[src/rtl/cpt_pkg.sv]
// shared types and constants for the closest-point-on-triangle datapath
`timescale 1ns / 1ps

package cpt_pkg;

    // partial product digit widths for the split multipliers
    localparam int MUL_CHUNK  = 18;
    localparam int WIDE_CHUNK = 31;

    // voronoi region of the query point, in test order
    typedef enum logic [2:0]
    {
        RG_A    = 3'd0,
        RG_B    = 3'd1,
        RG_EAB  = 3'd2,
        RG_C    = 3'd3,
        RG_EAC  = 3'd4,
        RG_EBC  = 3'd5,
        RG_FACE = 3'd6
    } region_t;

endpackage

[src/rtl/cpt_smul.sv]
// two-stage signed multiplier, b split into digits with registered partial products
`timescale 1ns / 1ps

module cpt_smul
    import cpt_pkg::*;
#(
    parameter int A_WIDTH = 16,
    parameter int B_WIDTH = 16,
    parameter int CHUNK   = MUL_CHUNK
)
(
    input  logic                              clk,
    input  logic                              en,
    input  logic signed [A_WIDTH-1:0]         a,
    input  logic signed [B_WIDTH-1:0]         b,
    output logic signed [A_WIDTH+B_WIDTH-1:0] p
);

    localparam int NC  = (B_WIDTH + CHUNK - 1) / CHUNK;
    localparam int EB  = NC * CHUNK;
    localparam int PPW = A_WIDTH + CHUNK + 1;
    localparam int PW  = A_WIDTH + B_WIDTH;

    logic signed [EB-1:0]  b_ext;
    logic signed [PPW-1:0] pp_reg [NC];
    logic signed [PW-1:0]  p_reg;
    logic signed [PW-1:0]  p_next;

    assign b_ext = EB'(b);

    for (genvar k = 0; k < NC; k++)
    begin : g_pp
        if (k == NC - 1)
        begin : g_top
            always_ff @(posedge clk)
            begin
                if (en)
                begin
                    pp_reg[k] <= PPW'(a) * PPW'($signed(b_ext[k*CHUNK +: CHUNK]));
                end
            end
        end
        else
        begin : g_low
            always_ff @(posedge clk)
            begin
                if (en)
                begin
                    pp_reg[k] <= PPW'(a) * PPW'($signed({1'b0, b_ext[k*CHUNK +: CHUNK]}));
                end
            end
        end
    end

    always_comb
    begin
        p_next = '0;
        for (int k = 0; k < NC; k++)
        begin
            p_next = p_next + (PW'(pp_reg[k]) <<< (k * CHUNK));
        end
    end

    always_ff @(posedge clk)
    begin
        if (en)
        begin
            p_reg <= p_next;
        end
    end

    assign p = p_reg;

endmodule

[config.mk]
export PLATFORM = sky130hd
export DESIGN_NAME = cpt_smul
export DESIGN_NICKNAME = d
export VERILOG_FILES = /design/src/rtl/cpt_pkg.sv /design/src/rtl/cpt_smul.sv
export SDC_FILE = /design/constraint.sdc
export NUM_CORES = 1
export LEC_CHECK = 0
export BUFFER_PORTS_ARGS = -buffer_cell sky130_fd_sc_hd__buf_2
export CAP_MARGIN = 20
export CORE_AREA = 2 2 243 125
export CTS_BUF_LIST = sky130_fd_sc_hd__clkbuf_8
export CTS_CLUSTER_SIZE = 16
export DETAILED_ROUTE_END_ITERATION = 12
export DIE_AREA = 0 0 245 127
export GPL_TIMING_DRIVEN = 0
export PLACE_DENSITY = 0.6
export SETUP_SLACK_MARGIN = 0.1
export SYNTH_ARGS = -nofsm -noshare
export SYNTH_HDL_FRONTEND = slang
export SYNTH_SLANG_ARGS = --single-unit
[constraint.sdc]
create_clock -name clk -period 8.89 [get_ports clk]
set_input_delay 0.889 -clock clk [delete_from_list [all_inputs] [get_ports clk]]
set_output_delay 0.889 -clock clk [all_outputs]
set_load 0.02 [all_outputs]
==> flow_metrics.tcl <==
set metrics [dict create \
    start_kind "input port" \
    hold_depth 0 \
    netlist_area_um2 11800 \
    rows 44 \
    synth.most_common_cell "inv_1" \
    post_cts_resized 0 \
    num_antenna_cells 0 \
    antenna_left 0 \
    synth_edf_count 64 \
    holdCritStartpoint "pp_reg[0][1]" \
    clock_latency_ns 0.36 \
    antenna_found_initial 0 \
    multi_input_area_um2 8670 \
    cts_sinks 64 \
    cap_violations 0 \
    ys_seq_elements 64 \
    use_met3_pct 4.41 \
    crit_chain "buf_2, clkbuf_1, nand2_1, inv_1, fa_1, fa_1, fa_1, fa_1, fa_1, inv_1, fa_1, inv_1, ha_1, a21oi_1, nand2_1, a221oi_4, o2111ai_2, a31o_1, a21oi_2, xnor2_1" \
    post_cts_buffers 0 \
    synthTopCellsByCount "inv_1, fa_1, nand2_1" \
    die-area_um2 31100 \
    cts_root_buf "clkbuf_8" \
    finalClockSkew_ns 0.00543 \
    wl_per_cell_um 16.8 \
    yosys-top-cells-area "fa_1, edfxtp_1, inv_1" \
    tightest_slew_ns 0.736 \
    clk_path_buf_depth 2 \
    hold_viol_final 0 \
    critPathArrivalTime_ns 7.32 \
    core_um2 28800 \
    cts_hold_buf 0 \
    ys_warn_count 0 \
    cpMostUsedCell "fa_1" \
    grt.overflow.total 0 \
    final_nets 1605 \
    period_minus_slack_ns 7.21 \
    finalSetupViolCount 0 \
    syn-num-nets 1528 \
    tns_ns 0 \
    synth_area_leader_cell "fa_1" \
    synth_area_per_cell_um2 10.3 \
    crit_path_end_kind "flop" \
    drv_slew 0 \
    r2r_end "p[27]" \
    fin_crit_sh_pct 81.1 \
    gp_congestion 0.879 \
    num_vias 7935 \
    yosysUniqueCellTypes 47 \
    finalWirelength_um 27300 \
    syn-instance-count 1150 \
    dp_hpwl_um 23300 \
    grt_max_degree 42 \
    htree_levels 3 \
    yosysSeqAreaShare_pct 16.3 \
    drtIter0Drc 373 \
    regArea_um2 1920 \
    cp_max_fo 10 \
    portBuffers 65 \
    drc 0 \
    async_flop_share_pct 0 \
    r2r_cells 0 \
    hold_end "p[1]" \
    track_usage_pct 19.6 \
    max_freq_mhz 139 \
    die_w_um 245 \
    n_fill_cell 2750 \
    top_usage_layer "met2" \
    vias_per_cell 4.89 \
    path_class "input port to flop" \
    drive_above_1_share_pct 7.71 \
    rsz0062_at_grt "false" \
    cp_slowest_cell "fa_1" \
    outcome "finished clean" \
    hold_path_class "flop to flop" \
    first_global_vias 9032 \
    die_h_um 127 \
    io_pins 66 \
    synth_ff_type "edfxtp_1" \
    clk_pin_slew_worst_paths_ns 0.08 \
    start_util_pct 41.0 \
    worstReg2RegStart "pp_reg[0][27]" \
    use_met1_pct 24.0 \
    relSlewSlack_pct 50.9 \
    cpPeakStageDelay_ns 0.92 \
    area.growth.synth_to_final_pct 8.51 \
    first_pass_iters 5 \
    cp.required_ns 9.00 \
    cts_tree "done" \
    grt_pass1_wl_um 46300 \
    met2_usage_pct 34.3 \
    synth_top_area_share_pct 44.4 \
    reg2reg_slack_ns 8.24 \
    cts_buffers 9 \
]
[worst max-delay path: cells and delay by family]
| kind | cells | cell delay [ns] |
|---|---|---|
| simple gates | 2 | 0.33 |
| xor+xnor | 1 | 0.08 |
| buf+inv | 5 | 0.95 |
| compound gates | 5 | 1.24 |
| fa+ha+maj | 7 | 3.81 |
[worst max-delay path by stage]
stage	from	to	slack [ns]	cells after the start
floorplan	a[15]	pp_reg[0][28]	2.44	19
global placement	a[15]	pp_reg[0][28]	1.34	20
detailed placement	a[15]	pp_reg[0][28]	1.32	20
CTS	a[15]	pp_reg[0][28]	1.72	20
global route	a[15]	pp_reg[0][28]	1.28	20
finish	a[15]	pp_reg[0][28]	1.68	20
[final cells by class]
cell class / instances / area share (%)
Buffer: 32 / 0.937
Clock buffer: 9 / 0.967
Clock inverter: 7 / 0.361
Inverter: 293 / 8.58
Multi-Input combinational cell: 761 / 67.6
Sequential cell: 64 / 15.0
Tap cell: 391 / 3.82
Timing Repair Buffer: 66 / 2.70
[cell families after synthesis]
logic type	count (synthesis)	share of synthesized area, %
adders and majority gates	344	53.1
buffers and inverters	325	10.3
and+or+nand+nor	309	13.0
AOI/OAI and AO/OA	72	4.65
DFF	64	16.3
xor gates and xnor gates	36	2.67
[cell usage in the layout, fill, tap and decap left out, types with 3 or more instances in the layout]
master / synthesis / routed
buf_2: 0 / 65
nand2_1: 134 / 134
xor2_1: 10 / 10
o211ai_1: 4 / 4
clkbuf_1: 30 / 30
clkbuf_8: 0 / 9
and2_1: 123 / 123
nand3_1: 9 / 9
nor3_1: 4 / 4
a21oi_1: 26 / 26
xnor2_1: 26 / 26
and3_1: 3 / 3
fa_1: 262 / 262
inv_1: 293 / 293
edfxtp_1: 64 / 64
o21ai_0: 5 / 5
nand2b_1: 4 / 4
a21o_1: 4 / 4
o21bai_1: 4 / 4
o21a_1: 5 / 5
nor2_1: 25 / 25
ha_1: 82 / 82
[routing by layer]
layer	part of all wire, %	vias to the layer above
met5	0	-
li1	-	3575
met2	49	202
met3	5.9	57
met4	3.1	0
met1	42	4101
[per-stage QoR]
stage | setup slack [ns] | cells | cell area (um2) | util, % | hold WS, ns
final | 1.68 | 1623 | 12800 | 44.5 | 0.417
after global routing | 1.28 | 1623 | 12800 | 44.5 | 0.429
after CTS | 1.72 | 1623 | 12800 | 44.5 | 0.419
after detailed placement | 1.32 | 1607 | 12600 | 43.9 | 0.405
after global placement | 1.34 | 1606 | 12600 | 43.8 | 0.403
after floorplan | 2.44 | 1150 | 11800 | - | 0.400
Power is left out: the tool's default activity adds up to more than one toggle a clock period on the data nets, which glitch-free logic cannot reach.
