--- src/rtl/cpt_div.sv ---
// pipelined restoring divider, (num << FRAC) / den truncated toward zero, one bit a stage
`timescale 1ns / 1ps

module cpt_div
#(
    parameter int NUM_WIDTH = 16,
    parameter int DEN_WIDTH = 16,
    parameter int FRAC      = 8
)
(
    input  logic                             clk,
    input  logic                             en,
    input  logic signed [NUM_WIDTH-1:0]      num,
    input  logic signed [DEN_WIDTH-1:0]      den,
    output logic signed [NUM_WIDTH+FRAC:0]   quo
);

    localparam int NW = NUM_WIDTH + FRAC;
    localparam int QW = NW + 1;

    logic [NUM_WIDTH-1:0] num_mag;
    logic [DEN_WIDTH-1:0] den_mag;
    logic [NW-1:0]        dvd_reg [NW+1];
    logic [DEN_WIDTH-1:0] rem_reg [NW+1];
    logic [DEN_WIDTH-1:0] dsr_reg [NW+1];
    logic                 neg_reg [NW+1];
    logic signed [QW-1:0] mag_s;
    logic signed [QW-1:0] quo_reg;

    assign num_mag = num[NUM_WIDTH-1] ? NUM_WIDTH'(-num) : NUM_WIDTH'(num);
    assign den_mag = den[DEN_WIDTH-1] ? DEN_WIDTH'(-den) : DEN_WIDTH'(den);

    always_ff @(posedge clk)
    begin
        if (en)
        begin
            neg_reg[0] <= num[NUM_WIDTH-1] ^ den[DEN_WIDTH-1];
            dvd_reg[0] <= {num_mag, {FRAC{1'b0}}};
            rem_reg[0] <= '0;
            dsr_reg[0] <= den_mag;
        end
    end

    for (genvar i = 1; i <= NW; i++)
    begin : g_step
        logic [DEN_WIDTH:0] trial;
        logic [DEN_WIDTH:0] diff;
        logic               take;

        assign trial = {rem_reg[i-1], dvd_reg[i-1][NW-1]};
        assign diff  = trial - {1'b0, dsr_reg[i-1]};
        assign take  = !diff[DEN_WIDTH];

        always_ff @(posedge clk)
        begin
            if (en)
            begin
                rem_reg[i] <= take ? diff[DEN_WIDTH-1:0] : trial[DEN_WIDTH-1:0];
                dvd_reg[i] <= {dvd_reg[i-1][NW-2:0], take};
                dsr_reg[i] <= dsr_reg[i-1];
                neg_reg[i] <= neg_reg[i-1];
            end
        end
    end

    assign mag_s = {1'b0, dvd_reg[NW]};

    always_ff @(posedge clk)
    begin
        if (en)
        begin
            quo_reg <= neg_reg[NW] ? -mag_s : mag_s;
        end
    end

    assign quo = quo_reg;

endmodule

--- config.mk ---
export PLATFORM = sky130hd
export DESIGN_NAME = cpt_div
export DESIGN_NICKNAME = d
export VERILOG_FILES = /design/src/rtl/cpt_div.sv
export SDC_FILE = /design/constraint.sdc
export NUM_CORES = 2
export LEC_CHECK = 0
export BUFFER_PORTS_ARGS = -buffer_cell sky130_fd_sc_hd__buf_4
export CELL_PAD_IN_SITES_DETAIL_PLACEMENT = 1
export CELL_PAD_IN_SITES_GLOBAL_PLACEMENT = 1
export CORE_MARGIN = 4
export CORE_UTILIZATION = 55
export CTS_BUF_LIST = sky130_fd_sc_hd__clkbuf_8
export DETAILED_ROUTE_END_ITERATION = 12
export HOLD_SLACK_MARGIN = 0.15
export PLACE_DENSITY = 0.78
export SKIP_LAST_GASP = 1
export SLEW_MARGIN = 15
export SYNTH_ARGS = -nofsm -noshare
export SYNTH_HDL_FRONTEND = slang
export SYNTH_SLANG_ARGS = --single-unit
export TNS_END_PERCENT = 5
--- constraint.sdc ---
create_clock -name clk -period 3.6 [get_ports clk]
set_input_delay 0.18 -clock clk [delete_from_list [all_inputs] [get_ports clk]]
set_output_delay 0.18 -clock clk [all_outputs]
set_load 0.05 [all_outputs]
==> results.sh <==
export IMPL_grt_pass1_vias=41300
export IMPL_overflow=0
export IMPL_leakagePower_nw=27.1
export IMPL_ir_worst_vdd_uv=394
export IMPL_place_hpwl_mm=102
export IMPL_synth_cells=4548
export IMPL_antenna_found_initial=4
export IMPL_period_minus_slack_ns=3.53
export IMPL_ys_warnings_count=0
export IMPL_finalHoldViolCount=0
export IMPL_drt_wl_total_mm=150
export IMPL_die_y_um=342
export IMPL_grt_usage=0.258
export IMPL_hold_class="input port to flip-flop"
export IMPL_place_gp_congestion=0.854
export IMPL_crit_type="flip-flop to flip-flop"
export IMPL_num_vias=38100
export IMPL_outcome="finished, final reports clean"
export IMPL_crit_chain="inv_1 -> ha_1 -> a21oi_1 -> o21ai_1 -> a2111o_1 -> a31o_2 -> o21ai_0 -> nand2_2 -> inv_2 -> mux2_2"
export IMPL_largest_reg_flops=436
export IMPL_synth_compound_area_frac=0.108
export IMPL_synth_xor_area_frac=0.0441
export IMPL_maxCapViolCount=0
export IMPL_synth_seq_cells=1238
export IMPL_async_reset_ff_frac=0
export IMPL_synth_area_mux_share=0.0611
export IMPL_rows=122
export IMPL_yosys_area_share_adder=0.0817
export IMPL_swShare=0.361
export IMPL_routed_via_density=5.81
export IMPL_syn_avg_cell_area_sq_um=13.5
export IMPL_clkLatencyLatePin_ns=0.92
export IMPL_fin_ws_ns=0.0667
export IMPL_p_seq_frac=0.377
export IMPL_grt_pass1_wl_mm=234
export IMPL_cts_buffers=204
export IMPL_cp_data_arrival_time_ns=4.19
export IMPL_required_ns=4.25
export IMPL_critPathCaptureType="flip-flop"
export IMPL_seq_area_frac_synth=0.607
export IMPL_r2r_setup_slack_ns=0.07
export IMPL_synth_distinct_cells=88
export IMPL_coreArea_sq_mm=0.111
export IMPL_multi_input_area_sq_mm=0.0220
export IMPL_p_sw_mw=21.7
export IMPL_setup_violations_final=0
export IMPL_nets=5319
export IMPL_drc=0
export IMPL_cellPowerDensity_mw_per_mm2=878
export IMPL_startpoint_type="flip-flop"
export IMPL_synth_edf_count=1238
export IMPL_yosys_most_used_dff="edfxtp_1"
export IMPL_cp_slowest_stage_delay_ns=0.48
export IMPL_finalCritPeriodShare=0.981
export IMPL_layout_drive_gt1_share=0.145
export IMPL_crit_fanout=14
export IMPL_num_io_pins=59
export IMPL_rsz0062_at_grt="true"
export IMPL_wire_per_inst_um=22.9
export IMPL_die_w_um=342
export IMPL_fill_cells=10700
export IMPL_cp_slowest_cell="o21ai_0"
export IMPL_p_clk_frac=0.196
export IMPL_h_tree_depth=4
export IMPL_synth_area_sq_mm=0.0613
export IMPL_max_slew_margin=0.236
export IMPL_root_buffer="clkbuf_8"
export IMPL_worstMarginPinSlew_ns=1.14
export IMPL_fin_skew_ns=0.0568
export IMPL_max_freq_mhz=283
export IMPL_drt_initial_drc_count=2526
export IMPL_ant_nets=0
export IMPL_synth_top_family_by_area="compound AO/OA/AOI/OAI gates"
export IMPL_synth_top_area_share=0.607
export IMPL_seqCellArea_sq_mm=0.0372
export IMPL_synth_area_leaders="edfxtp_1 (61%), ha_1 (7.5%), mux2_2 (4.6%), xnor2_1 (3.4%), inv_1 (2.9%)"
export IMPL_p_int_mw=38.4
export IMPL_dieArea_sq_mm=0.117
export IMPL_cts_tree="yes"
export IMPL_clk_pin_slew_ns=0.07
export IMPL_initial_core_util=0.554
export IMPL_synthSimpleGateAreaFrac=0.0633
export IMPL_io_buffers=58
export IMPL_final_max_slew_viol_count=0
export IMPL_pre_cts_slack_ns=-0.111
export IMPL_yosysTopAreaCell="edfxtp_1"
export IMPL_grt_max_degree=135
export IMPL_comb_power_share=0.427
export IMPL_power_mw=60.1
export IMPL_clk_path_buf_depth=3
export IMPL_clock_sinks=1238
export IMPL_first_pass_iters=5
export IMPL_area_growth_pct=11.8
-- layer usage --
metal  GRT usage  wire [um]  up-vias  part of all wire
met1       0.296      58100    19000              0.39
met3      0.0339       5080      385             0.034
met5           0          0        -                 0
li1            -          -    17800                 -
met4       0.123       7270        0             0.048
met2       0.475      79700      873              0.53
-- metrics by stage --
step / area (sq um) / cells / TNS (ns) / hold slack [ns] / util
after floorplan: 61300 / 4554 / 0 / 0.279 / -
after global placement: 63800 / 6092 / -0.197 / 0.390 / 0.577
after detailed placement: 63800 / 6092 / -1.45 / 0.405 / 0.577
after CTS: 68500 / 6553 / -0.514 / 0.159 / 0.619
after global routing: 68500 / 6560 / -2.57 / 0.205 / 0.619
final: 68500 / 6560 / 0 / 0.251 / 0.619
-- logic make-up (layout without fill, tap and decap cells) --
| kind of cell | count (synthesis) | in the layout |
|---|---|---|
| and+or+nand+nor | 762 | 762 |
| DFF | 1238 | 1238 |
| buffers and inverters | 537 | 1049 |
| xor gates and xnor gates | 304 | 304 |
| AOI/OAI and AO/OA | 994 | 994 |
| muxes | 325 | 325 |
| adders and majority gates | 387 | 387 |
| other | 1 | 13 |
-- power groups by stage --
stage               clock [mW]  combinational, mW  sequential [mW]
floorplan                    0               19.5             21.8
global placement             0               24.1             22.8
detailed placement           0               25.2             23.0
CTS                       11.9               25.6             22.7
global route              12.8               28.3             22.9
finish                    11.8               25.7             22.7
-- final cells by class --
cell class	count	area share
sequential	1238	0.543
multi-input combinational	2779	0.321
inverter	474	0.0260
clock inverter	170	0.0140
clock buffer	204	0.0410
antenna	6	0.000219
timing repair buffer	201	0.0279
tap	1488	0.0272
-- worst max-delay path: cells and delay by family, from the launching register on --
kind | cells | cell delay, ns
AOI/OAI and AO/OA | 5 | 1.57
adders and majority gates | 1 | 0.35
buffers and inverters | 2 | 0.37
DFF | 1 | 0.44
muxes | 1 | 0.39
and+or+nand+nor | 1 | 0.18
-- placed cells by master (no fill, tap or decap), drive strengths merged, types with 38 or more instances in the layout --
cell,count
nand2,155
o21ai,184
xor2,61
a21o,86
o21a,87
buf,114
mux2i,38
clkinv,86
dlygate4sd3,87
nor2,186
a21oi,294
nor2b,45
mux2,287
ha,365
edfxtp,1238
inv,553
nor3,64
nand2b,60
nand3,69
and3,46
xnor2,243
clkbuf,204
-- synth_stat cells, drive strengths merged (18+ instances only) --
master	number
o21a	87
a21o	86
nand2	155
nor2	186
a211oi	32
and2	18
nand3	69
xnor2	243
inv	474
o41ai	23
nor3	64
or2	20
mux2i	38
ha	365
xor2	61
a31oi	35
nor4	20
a21oi	294
nand2b	60
or3	25
o21ai	184
o211ai	25
buf	28
o31ai	35
fa	22
mux2	287
and3	46
o31a	32
nor2b	45
clkbuf	35
edfxtp	1238
-- final timing paths --
path | start | endpoint | cells after the start
worst max-delay path | dsr_reg[11][11] | rem_reg[3][12] | 10
worst min-delay path | num[13] | dvd_reg[0][21] | 3
worst max register to register | dsr_reg[11][11] | rem_reg[3][12] | 10
worst min register to register | dvd_reg[6][21] | dvd_reg[7][22] | 0
-- timing repair --
action,CTS,global route
endpoints found under the hold margin,685,0
hold buffers,87,0
buffers inserted,0,1
pin swaps,0,1
endpoints found under the setup margin,32,131
gates resized for setup,1,7
Power figures use the tool's default switching activity.
